### config.mk
export PLATFORM = sky130hd
export DESIGN_NAME = smf_cell
export DESIGN_NICKNAME = d
export VERILOG_FILES = /design/src/smf_pkg.sv /design/src/smf_cell.sv
export SDC_FILE = /design/constraint.sdc
export NUM_CORES = 1
export LEC_CHECK = 0
export ABC_CLOCK_PERIOD_IN_PS = 11100
export BUFFER_PORTS_ARGS = -buffer_cell sky130_fd_sc_hd__buf_4
export CAP_MARGIN = 20
export CORE_MARGIN = 1
export CORE_UTILIZATION = 48
export CTS_BUF_LIST = sky130_fd_sc_hd__clkbuf_4 sky130_fd_sc_hd__clkbuf_8 sky130_fd_sc_hd__clkbuf_16
export DETAILED_ROUTE_END_ITERATION = 6
export PLACE_DENSITY = 0.93
export SLEW_MARGIN = 25
export SYNTH_ARGS = -nofsm -noshare
export SYNTH_HDL_FRONTEND = slang
export SYNTH_SLANG_ARGS = --single-unit
### constraint.sdc
create_clock -name clk -period 11.1 [get_ports clk]
set_input_delay 0.555 -clock clk [delete_from_list [all_inputs] [get_ports clk]]
set_output_delay 0.555 -clock clk [all_outputs]
set_load 0.01 [all_outputs]
### src/smf_pkg.sv
// smf_pkg: shared types for the streaming median finder
// holds the control struct passed from the top level to every sorting cell
// no dependencies
`default_nettype none

package smf_pkg;

	// per-cycle commands broadcast to the cell chain
	typedef struct packed {
		logic insert;   // place the broadcast key into the sorted row
		logic drain;    // move every value one cell toward cell zero
	} cell_ctrl_t;

endpackage

`default_nettype wire

### src/smf_cell.sv
// smf_cell: one slot of the sorted row of the median finder
// depends on smf_pkg for the control struct
`default_nettype none

module smf_cell #(
	parameter int DATA_WIDTH = 32,
	parameter int CNT_W      = 7,
	parameter int IDX        = 0
) (
	input  wire                          clk,
	input  smf_pkg::cell_ctrl_t          ctrl,
	input  wire logic [DATA_WIDTH-1:0]   key,
	input  wire logic [CNT_W-1:0]        count,
	input  wire logic [DATA_WIDTH-1:0]   prev_val,
	input  wire logic                    prev_gt,
	input  wire logic [DATA_WIDTH-1:0]   next_val,
	output logic      [DATA_WIDTH-1:0]   val,
	output logic                         gt
);
	import smf_pkg::*;

	localparam logic [CNT_W-1:0] POS = CNT_W'(IDX);

	logic [DATA_WIDTH-1:0] val_q;

	// this slot moves up: it holds a value greater than the key, or it is the first free slot
	assign gt  = ((POS < count) && ($signed(val_q) > $signed(key))) || (POS == count);
	assign val = val_q;

	// slot update: on insert take the lower neighbor if it moves up, else the key; take the upper one on drain
	always_ff @(posedge clk) begin
		if (ctrl.drain) begin
			val_q <= next_val;
		end else if (ctrl.insert && gt) begin
			val_q <= prev_gt ? prev_val : key;
		end
	end

endmodule

`default_nettype wire

==> flow_metrics.env <==
export IMPL_tightest_slew_ns=0.557
export IMPL_grt_overflow=0
export IMPL_reg2reg_slack_ns=8.05
export IMPL_vias=2450
export IMPL_maxSlewViolCount=0
export IMPL_power_density_nw_per_um2=109
export IMPL_fmax_mhz=323
export IMPL_nFillCells=371
export IMPL_clock_sinks=32
export IMPL_fin_cells=468
export IMPL_crit_path_start_kind="flip-flop"
export IMPL_firstDrtPassIters=4
export IMPL_globalplace_congestion=0.794
export IMPL_cts_hold_buf=0
export IMPL_wl_per_cell_um=14.9
export IMPL_ys_top_cells_by_count="38 x nand2_1, 32 x edfxtp_1, 32 x ha_1, 32 x inv_1, 32 x mux2i_1"
export IMPL_cts_buffers=5
export IMPL_drc_errors=0
export IMPL_setup_viol=0
export IMPL_grt_setup_unrepaired="false"
export IMPL_cts_buffer_depth=2
export IMPL_synth_top_area_cell="edfxtp_1"
export IMPL_ys_types=30
export IMPL_finalCritPeriodShare_pct=27.9
export IMPL_max_slew_margin_pct=62.9
export IMPL_postSynth_asyncResetShare_pct=0
export IMPL_die_area_um2=5480
export IMPL_antenna_found_initial=0
export IMPL_synth_seq_area_share_pct=38.6
export IMPL_cap_violations=0
export IMPL_die_w_um=74.0
export IMPL_grt_max_degree=66
export IMPL_nets=539
export IMPL_leakage_nw=1.89
export IMPL_pin_count=140
export IMPL_clk_latency_ns=0.28
export IMPL_cts_setup_buffers=0
export IMPL_largest_register_ffs=32
export IMPL_synth_top_area_share_pct=38.6
export IMPL_outcome="complete, no violations"
export IMPL_drive_gt1_share_pct=38.7
export IMPL_pre_cts_ws_ns=7.42
export IMPL_diodes=0
export IMPL_min_period_ns=3.10
export IMPL_clock_skew_ns=0.00666
export IMPL_grt_pass1_wl_um=11000
export IMPL_holdCritPathClass="in -> reg"
export IMPL_synth_seq_cells=32
export IMPL_crit_type="reg -> out"
export IMPL_die_h_um=74.0
export IMPL_cts_tree="yes"
export IMPL_io_buffers=139
export IMPL_drt_wl_total_um=6990
export IMPL_final_hold_violation_count=0
export IMPL_syn_area_um2=2490
export IMPL_ys_flop_type="edfxtp_1"
export IMPL_initial_core_util_pct=51.4
export IMPL_setup_ws_ns=8.00
export IMPL_design_core_area_um2=4850
export IMPL_area_delta_synth_final_pct=48.9
export IMPL_via_per_inst=5.24
export IMPL_place_hpwl_um=5690
export IMPL_synth_most_common_cell="nand2_1"
export IMPL_dp_cells=459
export IMPL_rows=25
export IMPL_power_mw=0.406
export IMPL_critPathMaxFanout=3
export IMPL_htreeDepth=2
export IMPL_synth_edf_count=32
export IMPL_tns_ns=0
export IMPL_root_buffer="clkbuf_8"
export IMPL_ir_drop_mv=0.0660
export IMPL_ctsResizeCount=0
export IMPL_clk_pin_slew_ns=0.07
export IMPL_first_iter_violations=114
export IMPL_synth_cells=263
export IMPL_worstSetupEndpointType="primary output"
export IMPL_grt_pass1_vias=2473
export IMPL_cp_arrival_ns=2.55
export IMPL_drt_antenna_violating_nets=0
export IMPL_ys_warn_count=0
export IMPL_synth_area_top_cells="edfxtp_1 39%, ha_1 16%, mux2i_1 13%"
export IMPL_crit_required_ns=10.55
export IMPL_grt_total_usage_pct=26.7
export IMPL_synth_area_per_cell_um2=9.47
export IMPL_synth_fp_nets=402
-- report_power, final --
group	switching [mW]	total (mW)	internal, mW
clock	0.0428	0.112	0.0690
combinational	0.0629	0.133	0.0702
sequential	0.00871	0.161	0.152
total	0.114	0.406	0.291
-- cell type report --
class	count	area, um^2	area share [%]
tap	67	83.8	2.26
inverter	32	120	3.24
timing repair buffer	141	1060	28.6
clock inverter	2	35.0	0.945
clock buffer	6	76.3	2.06
sequential	32	961	25.9
multi-input combinational	188	1370	36.9
-- critical path, cell delays in order, from the launching register on --
cell,delay (ns)
edfxtp_1,0.42
ha_1,0.35
nand4_1,0.17
or4_4,0.57
nor2_2,0.12
o31a_2,0.15
nor3_1,0.07
o31ai_1,0.25
buf_4,0.17
-- layer usage --
layer | routed length [um] | part of all wire, % | track usage, % | up-vias
li1 | - | - | - | 1217
met1 | 2610 | 37 | 27.6 | 1120
met2 | 3780 | 54 | 52.4 | 98
met3 | 434 | 6.2 | 5.83 | 15
met4 | 161 | 2.3 | 8.97 | 0
met5 | 0 | 0 | 0 | -
-- per-stage QoR --
stage          hold slack (ns)  instance area (um^2)  utilization (%)
2_1_floorplan            0.742                  2490                -
3_3_place_gp             0.833                  3590             74.0
3_5_place_dp             0.839                  3590             74.0
4_1_cts                  0.545                  3700             76.3
5_1_grt                  0.562                  3710             76.5
6_report                 0.548                  3710             76.5
-- cell families after synthesis --
kind of cell             count (synthesis)  share of synthesized area (%)
adder cells (fa/ha/maj)                 32                           16.1
AND/OR/NAND/NOR                         63                           12.2
flip-flops                              32                           38.6
AO/OA/AOI/OAI                           61                           13.4
multiplexers                            32                           12.9
buffers and inverters                   43                           6.93
-- final timing paths --
check                 end  cells after the start         start
setup reg to reg  val[11]                      9       val[27]
hold reg to reg    val[4]                      3       val[31]
hold / removal    val[27]                      3  next_val[27]
setup / recovery       gt                      8       val[27]
-- layout by cell type, fill, tap and decap left out, drive strengths merged --
cell type  netlist  layout
o21ai           36      36
nor4             1       1
nand3            2       2
clkinv           0       1
clkbuf           7       6
o211ai           1       1
inv             32      32
nand2           38      38
bufinv           0       1
o31ai            2       2
or4              1       1
edfxtp          32      32
nor2             3       3
nand4            9       9
or3              1       1
a31oi            1       1
nand2b           1       1
a21oi           16      16
mux2i           32      32
or2              1       1
nor2b            2       2
a2111o           1       1
buf              4     141
a21o             3       3
nor3             3       3
o31a             1       1
ha              32      32
or2b             1       1
Note: power is estimated with default switching activity, not from simulation.
