==> config.mk <==
export PLATFORM = sky130hd
export DESIGN_NAME = smf_mean
export DESIGN_NICKNAME = d
export VERILOG_FILES = /design/src/smf_mean.sv
export SDC_FILE = /design/constraint.sdc
export NUM_CORES = 1
export LEC_CHECK = 0
export ABC_CLOCK_PERIOD_IN_PS = 6800
export BUFFER_PORTS_ARGS = -buffer_cell sky130_fd_sc_hd__buf_4
export CAP_MARGIN = 20
export CORE_MARGIN = 4
export CORE_UTILIZATION = 60
export CTS_CLUSTER_DIAMETER = 150
export DETAILED_ROUTE_END_ITERATION = 12
export PLACE_DENSITY = 0.95
export SLEW_MARGIN = 15
export SYNTH_ARGS = -nofsm -noshare
export SYNTH_HDL_FRONTEND = slang
export SYNTH_SLANG_ARGS = --single-unit
==> constraint.sdc <==
create_clock -name clk -period 6.8 [get_ports clk]
set_clock_uncertainty 0.2 [all_clocks]
set_input_delay 1.02 -clock clk [delete_from_list [all_inputs] [get_ports clk]]
set_output_delay 1.02 -clock clk [all_outputs]
set_load 0.005 [all_outputs]
==> src/smf_mean.sv <==
// smf_mean: median arithmetic, one registered wide sum then a halving with truncation
// standalone, no package use
`default_nettype none

module smf_mean #(
	parameter int DATA_WIDTH = 32
) (
	input  wire                          clk,
	input  wire logic                    load,
	input  wire logic                    odd,
	input  wire logic [DATA_WIDTH-1:0]   lo_val,
	input  wire logic [DATA_WIDTH-1:0]   hi_val,
	output logic      [DATA_WIDTH-1:0]   median
);
	logic signed [DATA_WIDTH:0] sum_q;
	logic signed [DATA_WIDTH:0] half;

	// odd set keeps the middle value, even set sums the two middle values one bit wider
	always_ff @(posedge clk) begin
		if (load) begin
			if (odd) begin
				sum_q <= {lo_val[DATA_WIDTH-1], lo_val};
			end else begin
				sum_q <= $signed({lo_val[DATA_WIDTH-1], lo_val})
					+ $signed({hi_val[DATA_WIDTH-1], hi_val});
			end
		end
	end

	// floor halving, bumped by one for negative odd sums to truncate toward zero
	assign half = (sum_q >>> 1) + $signed({{DATA_WIDTH{1'b0}}, sum_q[DATA_WIDTH] & sum_q[0]});

	logic odd_q;
	always_ff @(posedge clk) begin
		if (load) begin
			odd_q <= odd;
		end
	end

	assign median = odd_q ? sum_q[DATA_WIDTH-1:0] : half[DATA_WIDTH-1:0];

endmodule

`default_nettype wire

==> flow_summary.yaml, run 1 <==
sta:
  whs_ps: 846.4
  worst_pin_slew_ps: 749.9
  fin_ws_ps: 2746
  timing.final.crit_share_pct: 59.62
  tns_ps: 0
  setup_violations: 0
  layout_min_cycle_time_ps: 4054
  hold_viol: 0
  rsz0062_at_grt: "false"
  fmax_ghz: 0.2467
  slew_viol_final: 0
  maxSlewHeadroom_pct: 49.95
synthesis:
  synth_top_area_share_pct: 24.04
  yosys_most_used_dff: "edfxtp_1"
  synth_edf_count: 34
  synth_most_common_cell: "nand2_1"
  yosys_warnings: 0
  syn_nets: 650
  async_flop_share_pct: 0
  yosysTopAreaCell: "edfxtp_1"
  synth_area_sq_um: 4248
  ys_seq_area_share_pct: 24.04
  ys_types: 63
  syn_inst: 548
  ys_ff_latch: 34
  synth.area.top_cells: "edfxtp_1 24%, ha_1 10%, nand2_1 6.7%"
  avgSynthCellArea_sq_um: 7.752
  synthTopCellsByCount: "76 x nand2_1, 53 x a21oi_1, 43 x o21ai_0, 40 x nor2_1"
placement:
  post-place-ws_ps: 3097
  port_buffers: 98
  dpl_cell_area_sq_um: 5017
  gp_congestion: 0.9540
  hpwl_um: 9705
critical_path:
  crit_required_ps: 5580
  crit_start: "sum_q[32]$_DFFE_PP_"
  arrival_ps: 2830
  cp_max_fo: 6
  crit_end: "median[16]"
  start_kind: "flop"
  path_class: "reg2out"
  cp-end-kind: "primary output"
die:
  placementRows: 30
  initial_core_util_pct: 62.18
  fp.dieH_um: 92.14
  die_w_um: 92.14
  die_area_sq_um: 8490
  pin_count: 99
  core_sq_um: 6832
clock_tree:
  path_clk_slew_ps: 70
  htree_levels: 2
  cts_resized: 0
  root_buffer: "clkbuf_8"
  cts.sinks: 34
  postCtsHoldBufs: 0
  cts_buffers: 5
  clock_path_buffers: 2
  post_cts_buffers: 0
  cts_tree: "done"
routing:
  wl_um: 12050
  postRouteAntennaNets: 0
  drt-initial-drc-count: 377
  via_per_inst: 6.493
  wl_per_cell_um: 16.55
  dr.pass1.iters: 6
  vias: 4727
  drc: 0
finish:
  n_antenna_cell: 0
  final_area_sq_um: 5099
  fin_nets: 733
  synthToLayoutAreaGrowth_pct: 20.03
  drive_gt1_share_pct: 19.78
hold_path:
  hold_class: "in2reg"
grt:
  grt_antenna_before_repair: 0
  grt_pass1_wl_um: 19830
  gr-total-overflow: 0
  grt_max_degree: 55
  gr-usage-all-layers_pct: 28.19
  grt_pass1_vias: 4330
power:
  ir_worst_vdd_v: 0.00007247
  power.density_nw_per_um2: 159.5
  power.total_uw: 813.5
  p_leak_nw: 2.100
flow_run:
  maxCapViolations: 0
status:
  status: "finished, final reports clean"
-- worst min-delay path by stage --
stage | start | endpoint | slack (ps) | cells past startpoint
after floorplan | odd | odd_q$_DFFE_PP_ | 920 | 0
after global placement | lo_val[7] | sum_q[7]$_DFFE_PP_ | 1130 | 3
after detailed placement | lo_val[5] | sum_q[5]$_DFFE_PP_ | 1130 | 3
after CTS | lo_val[5] | sum_q[5]$_DFFE_PP_ | 840 | 3
after global routing | lo_val[7] | sum_q[7]$_DFFE_PP_ | 850 | 3
final | lo_val[5] | sum_q[5]$_DFFE_PP_ | 850 | 3
-- area by class of cell --
type,instances,area [sq um]
multi-input cells,469,3050
fillers,536,1733
flip-flops and latches,34,1021
repair buffers,99,743.2
well taps,96,120.1
inverters,22,82.58
clock buffers,6,72.57
clock inverters,2,8.758
-- sequential cells by signal, indices dropped and copies added (netlist names) --
signal,count
sum_q,33
odd_q,1
-- logic make-up (layout without fill, tap and decap cells) --
group | Yosys count | in the layout | share of synthesized area, %
XOR/XNOR | 22 | 22 | 4.536
flip-flops | 34 | 34 | 24.04
multiplexers | 10 | 10 | 2.533
adder cells (fa/ha/maj) | 35 | 35 | 10.49
AND/OR/NAND/NOR | 207 | 207 | 23.21
AO/OA/AOI/OAI | 195 | 195 | 31.05
buffers and inverters | 45 | 129 | 4.153
-- critical path: stages, from the launching register on --
cell,delay (ps)
edfxtp_1,380
and2_1,150
ha_1,170
ha_1,220
nand2_1,120
nor4_1,650
nand2_1,270
and3_1,240
o21ai_0,150
nand2_1,70
buf_4,130
-- layout by cell type (no fill, tap or decap), types with 3 or more instances in the layout --
cell type and instances:
a211o_1 3, a211oi_1 7, a21o_1 9, a21oi_1 53, a311oi_1 6, a31oi_1 4, and2_1 4, and3_1 6
and4_1 5, buf_4 99, clkbuf_8 5, edfxtp_1 34, ha_1 34, inv_1 21, mux2_2 6, mux2i_1 4
nand2_1 76, nand3_1 25, nand4_1 17, nor2_1 40, nor3_1 15, nor4_1 3, o2111ai_1 4, o211a_1 4
o211ai_1 16, o21a_1 10, o21ai_0 43, o21bai_1 6, o22ai_1 4, o311ai_0 4, or2_2 3, or3_1 4
xnor2_1 16, xor2_1 6
-- metal layers --
layer	track usage, %	vias to the layer above	part of all wire, %
met4	9.282	0	2.3
met1	37.31	2162	42
met2	48.11	268	48
li1	-	2271	-
met5	0	-	0
met3	2.789	26	7.6
-- per-stage QoR --
step | std cells | util [%]
final | 728 | 74.63
after global routing | 728 | 74.63
after CTS | 728 | 74.63
after detailed placement | 720 | 73.44
after global placement | 720 | 73.44
after floorplan | 548 | -
-- report_power, final --
group          switching [mW]  internal (mW)
combinational           0.204          0.175
clock                  0.0661         0.0702
sequential             0.0330          0.266
total                   0.303          0.511
Note: power is estimated with default switching activity, not from simulation.
==> run 2: changes to the inputs <==
--- a/config.mk
+++ b/config.mk
@@ -5,14 +5,15 @@
 export SDC_FILE = /design/constraint.sdc
 export NUM_CORES = 1
 export LEC_CHECK = 0
-export ABC_CLOCK_PERIOD_IN_PS = 6800
+export ABC_AREA = 1
+export ABC_CLOCK_PERIOD_IN_PS = 4000
 export BUFFER_PORTS_ARGS = -buffer_cell sky130_fd_sc_hd__buf_4
 export CAP_MARGIN = 20
 export CORE_MARGIN = 4
-export CORE_UTILIZATION = 60
+export CORE_UTILIZATION = 58
 export CTS_CLUSTER_DIAMETER = 150
 export DETAILED_ROUTE_END_ITERATION = 12
-export PLACE_DENSITY = 0.95
+export PLACE_DENSITY = 0.92
 export SLEW_MARGIN = 15
 export SYNTH_ARGS = -nofsm -noshare
 export SYNTH_HDL_FRONTEND = slang
==> constraint.sdc (replaced) <==
create_clock -name clk -period 4 [get_ports clk]
set_clock_uncertainty 0.2 [all_clocks]
set_input_delay 0.6 -clock clk [delete_from_list [all_inputs] [get_ports clk]]
set_output_delay 0.6 -clock clk [all_outputs]
set_load 0.005 [all_outputs]
==> flow_summary.yaml, run 2 <==
placement:
  hpwl_um: 11700
  gp_congestion: 0.9734
  port_buffers: 98
routing:
  postRouteAntennaNets: 0
  drc: 0
  vias: 5701
  wl_per_cell_um: 13.15
  via_per_inst: 5.245
  dr.pass1.iters: 5
  wl_um: 14290
  drt-initial-drc-count: 418
grt:
  gr-total-overflow: 0
  grt_pass1_vias: 5144
  grt_pass1_wl_um: 23050
  grt_antenna_before_repair: 0
  gr-usage-all-layers_pct: 27.81
  grt_max_degree: 45
clock_tree:
  cts_buffers: 5
  postCtsHoldBufs: 0
  htree_levels: 2
  clock_path_buffers: 2
  cts_tree: "done"
  cts.sinks: 34
  path_clk_slew_ps: 60
  post_cts_buffers: 0
  cts_resized: 0
  root_buffer: "clkbuf_8"
hold_path:
  hold_class: "in2reg"
die:
  fp.dieH_um: 101.2
  placementRows: 33
  pin_count: 99
  core_sq_um: 8341
  initial_core_util_pct: 60.44
  die_w_um: 101.2
  die_area_sq_um: 10250
sta:
  worst_pin_slew_ps: 945.7
  maxSlewHeadroom_pct: 36.88
  timing.final.crit_share_pct: 82.10
  rsz0062_at_grt: "false"
  hold_viol: 0
  layout_min_cycle_time_ps: 3284
  fmax_ghz: 0.3045
  tns_ps: 0
  setup_violations: 0
  slew_viol_final: 0
synthesis:
  synth_edf_count: 34
  synth_most_common_cell: "nand2_1"
  ys_types: 33
  yosys_warnings: 0
  yosys_most_used_dff: "edfxtp_1"
  avgSynthCellArea_sq_um: 5.677
  syn_nets: 990
  synth_area_sq_um: 5041
  async_flop_share_pct: 0
  ys_ff_latch: 34
  synthTopCellsByCount: "399 x nand2_1, 139 x inv_1, 64 x nor2_1, 60 x nand3_1"
  ys_seq_area_share_pct: 20.25
  yosysTopAreaCell: "nand2_1"
  syn_inst: 888
  synth.area.top_cells: "nand2_1 30%, edfxtp_1 20%, inv_1 10%"
  synth_top_area_share_pct: 29.71
finish:
  synthToLayoutAreaGrowth_pct: 17.97
  nFillCells: 766
  drive_gt1_share_pct: 13.44
  n_antenna_cell: 0
  reg_top3: "sum_q: 33 flops, odd_q: 1 flops"
  final_common_cell: "nand2_1"
  regMostFlops: "sum_q"
  largest_register_ffs: 33
  final_core_util_pct: 71.30
  final_cell_mix: "399 x nand2_1, 139 x inv_1, 99 x buf_4"
  fin_nets: 1083
critical_path:
  cp_max_fo: 4
  arrival_ps: 2480
  path_class: "reg2out"
  crit_required_ps: 3200
  start_kind: "flop"
  cp-end-kind: "primary output"
flow_run:
  maxCapViolations: 0
status:
  status: "finished, final reports clean"
power:
  power.total_mw: 1.444
  ir_worst_vdd_v: 0.0001189
  power.density_nw_per_um2: 242.9
  p_leak_nw: 3.386
## run 2: cell types whose count changed after synthesis, moves of 16 or more
| cell | before | now |
|---|---|---|
| a21oi_1 | 53 | 25 |
| nand3_1 | 25 | 60 |
| inv_1 | 21 | 139 |
| o211ai_1 | 16 | 0 |
| nand2_1 | 76 | 399 |
| o21ai_0 | 43 | 16 |
| nor2_1 | 40 | 64 |
## run 2: where the power goes
| group | total [mW] | switching, mW | internal, mW | leakage (nW) |
|---|---|---|---|---|
| registers | 0.497 | 0.0485 | 0.448 | 0.332 |
| logic | 0.709 | 0.417 | 0.292 | 3.01 |
| clock network | 0.239 | 0.120 | 0.119 | 0.0426 |
## run 2: layout make-up
cell class                 count  area (sq um)  share of cell area, %
clock buffer                   6         72.57                  1.220
tap                          105         131.4                  2.209
clock inverter                 2         8.758                 0.1473
timing repair buffer          99         743.2                  12.50
inverter                     146         548.0                  9.215
sequential                    34          1021                  17.17
multi-input combinational    695          3422                  57.54
## run 2: per-layer routing
| metal | GRT usage [%] | vias to the layer above | wire (um) |
|---|---|---|---|
| met5 | 0 | - | 0 |
| met4 | 12.07 | 0 | 489 |
| met3 | 1.997 | 35 | 1155 |
| met2 | 45.32 | 259 | 6623 |
| met1 | 37.96 | 2470 | 6022 |
| li1 | - | 2937 | - |
## run 2: path summary, 6_finish.rpt
kind | start | to | slack [ps] | depth (start not counted)
worst min-delay path | lo_val[30] | sum_q[30]$_DFFE_PP_ | 400 | 3
worst max-delay path | sum_q[0]$_DFFE_PP_ | median[28] | 720 | 11
## run 2: logic make-up after synthesis
| kind of cell | Yosys count | share of synthesized area (%) |
|---|---|---|
| buffers and inverters | 159 | 11.86 |
| xor gates and xnor gates | 29 | 5.038 |
| AOI/OAI and AO/OA | 59 | 6.155 |
| and+or+nand+nor | 572 | 47.85 |
| DFF | 34 | 20.25 |
| adders and majority gates | 35 | 8.836 |
## run 2: through the flow
step / hold slack, ps / setup slack, ps / cell area (sq um) / instances
floorplan: 498.9 / 1518 / 5041 / 888
global placement: 696.6 / 1252 / 5866 / 1079
detailed placement: 697.8 / 1098 / 5866 / 1079
CTS: 401.3 / 783.7 / 5947 / 1087
global route: 417.1 / 596.6 / 5947 / 1087
finish: 404.7 / 716.0 / 5947 / 1087
## run 2: critical path: stages, from the launching register on
cell      delay (ps)
edfxtp_1         380
nand2_1           60
inv_1             60
ha_1             210
ha_1             260
nand3_2          150
nor4_1           530
nand2_1          130
xnor2_1          160
nand2_1           60
nand2_1           90
buf_4            100
==> run 3: changes to the inputs <==
--- a/config.mk
+++ b/config.mk
@@ -6,7 +6,7 @@
 export NUM_CORES = 1
 export LEC_CHECK = 0
 export ABC_AREA = 1
-export ABC_CLOCK_PERIOD_IN_PS = 4000
+export ABC_CLOCK_PERIOD_IN_PS = 3250
 export BUFFER_PORTS_ARGS = -buffer_cell sky130_fd_sc_hd__buf_4
 export CAP_MARGIN = 20
 export CORE_MARGIN = 4
==> constraint.sdc (replaced) <==
create_clock -name clk -period 3.25 [get_ports clk]
set_clock_uncertainty 0.2 [all_clocks]
set_input_delay 0.4875 -clock clk [delete_from_list [all_inputs] [get_ports clk]]
set_output_delay 0.4875 -clock clk [all_outputs]
set_load 0.005 [all_outputs]
==> flow_summary.yaml, run 3 (synthesized netlist as in run 2, its figures left out) <==
routing:
  wl_per_cell_um: 12.71
  vias: 5698
  drt-initial-drc-count: 401
  via_per_inst: 5.242
  dr.pass1.iters: 5
  drc: 0
  postRouteAntennaNets: 0
  wl_um: 13810
sta:
  setup_violations: 0
  slew_viol_final: 0
  hold_viol: 0
  layout_min_cycle_time_ps: 3031
  worst_pin_slew_ps: 873.8
  timing.final.crit_share_pct: 93.27
  fmax_ghz: 0.3299
  rsz0062_at_grt: "false"
  fin_ws_ps: 218.8
  tns_ps: 0
  maxSlewHeadroom_pct: 41.69
finish:
  seq_area_sq_um: 1021
  largest_register_ffs: 33
  regMostFlops: "sum_q"
  multiInputGateArea_sq_um: 3422
  reg_top3: "sum_q: 33 flops, odd_q: 1 flops"
  drive_gt1_share_pct: 13.65
  final_common_cell: "nand2_1"
  n_antenna_cell: 0
  synthToLayoutAreaGrowth_pct: 18.07
  final_cell_mix: "399 x nand2_1, 139 x inv_1, 100 x buf_4"
  fin_nets: 1084
  nFillCells: 767
power:
  power.density_nw_per_um2: 295.8
  ir_worst_vdd_v: 0.0001643
  p_leak_nw: 3.392
critical_path:
  cp.depth: 16
  crit_start: "sum_q[32]$_DFFE_PP_"
  path_buf_inv: 2
  cpPeakStageDelay_ps: 390
  cp-end-kind: "primary output"
  cp_max_fo: 5
  crit_end: "median[24]"
  crit_required_ps: 2560
  start_kind: "flop"
  path_cells: "nand2_1 > inv_1 > ha_1 > ha_1 > nand3_2 > nor2_4 > nand2_2 > nor2_4 > nand2_2 > nor2_4 > nand2_1 > nand2_1 > nand2_1 > nand2_1 > nand2_1 > buf_4"
  crit_top_cell: "nand2_1"
  path_class: "reg2out"
  arrival_ps: 2340
  slowest_stage: "edfxtp_1"
  path_delay_family: "simple AND/OR/NAND/NOR gates"
clock_tree:
  path_clk_slew_ps: 70
  cts_buffers: 5
  cts_resized: 0
  cts_tree: "done"
  htree_levels: 2
  post_cts_buffers: 0
  postCtsHoldBufs: 0
  clock_path_buffers: 2
  cts.sinks: 34
  root_buffer: "clkbuf_8"
placement:
  gp_congestion: 0.9856
  post-place-ws_ps: 567.9
  hpwl_um: 11390
  port_buffers: 98
grt:
  grt_pass1_wl_um: 22540
  grt_antenna_before_repair: 0
  grt_max_degree: 45
  gr-total-overflow: 0
  grt_pass1_vias: 5145
  gr-usage-all-layers_pct: 26.95
hold_path:
  hold_class: "in2reg"
die:
  fp.dieH_um: 101.2
  core_sq_um: 8341
  die_w_um: 101.2
  die_area_sq_um: 10250
  initial_core_util_pct: 60.44
  pin_count: 99
  placementRows: 33
flow_run:
  maxCapViolations: 0
status:
  status: "finished, final reports clean"
[run 3: cell types whose count changed in the layout (fill, tap and decap cells not counted), sizes merged]
cell	delta
buf	+1
clkbuf	-1
[run 3: worst min-delay path by stage]
stage | cells after the start | endpoint | from
floorplan | 0 | odd_q$_DFFE_PP_ | odd
global placement | 3 | sum_q[30]$_DFFE_PP_ | lo_val[30]
detailed placement | 3 | sum_q[30]$_DFFE_PP_ | lo_val[30]
CTS | 3 | sum_q[30]$_DFFE_PP_ | lo_val[30]
global route | 3 | sum_q[3]$_DFFE_PP_ | lo_val[3]
finish | 3 | sum_q[30]$_DFFE_PP_ | lo_val[30]
[run 3: layer usage]
metal / vias to the layer above / share of wire, % / track usage (%)
met5: - / 0 / 0
met4: 0 / 3.1 / 11.25
met3: 37 / 7.5 / 1.653
met2: 252 / 46 / 44.22
met1: 2474 / 43 / 36.91
li1: 2935 / - / -
[run 3: power by group]
group	internal [mW]	switching, mW
Clock	0.143	0.140
Sequential	0.551	0.0592
Combinational	0.360	0.506
Total	1.06	0.705
[run 3: tightest hold or removal path, stage by stage]
cell and delay (ps):
buf_4 90, nand2_1 40, nand2_1 60
[run 3: area by class of cell]
type	count	share of cell area, %
sequential	34	17.15
multi-input combinational	695	57.49
clock buffer	5	1.156
tap	105	2.207
inverter	146	9.207
clock inverter	2	0.1682
timing repair buffer	100	12.61
[run 3: through the flow]
step                hold slack, ps  cells  power, mW  area, sq um  util [%]
finish                       300.5   1087      1.761         5952     71.36
global route                 316.3   1087      1.895         5952     71.36
CTS                          297.2   1087      1.751         5952     71.36
detailed placement           577.5   1080      1.468         5873     70.42
global placement             577.8   1080      1.452         5873     70.42
floorplan                    386.4    888      1.151         5041         -
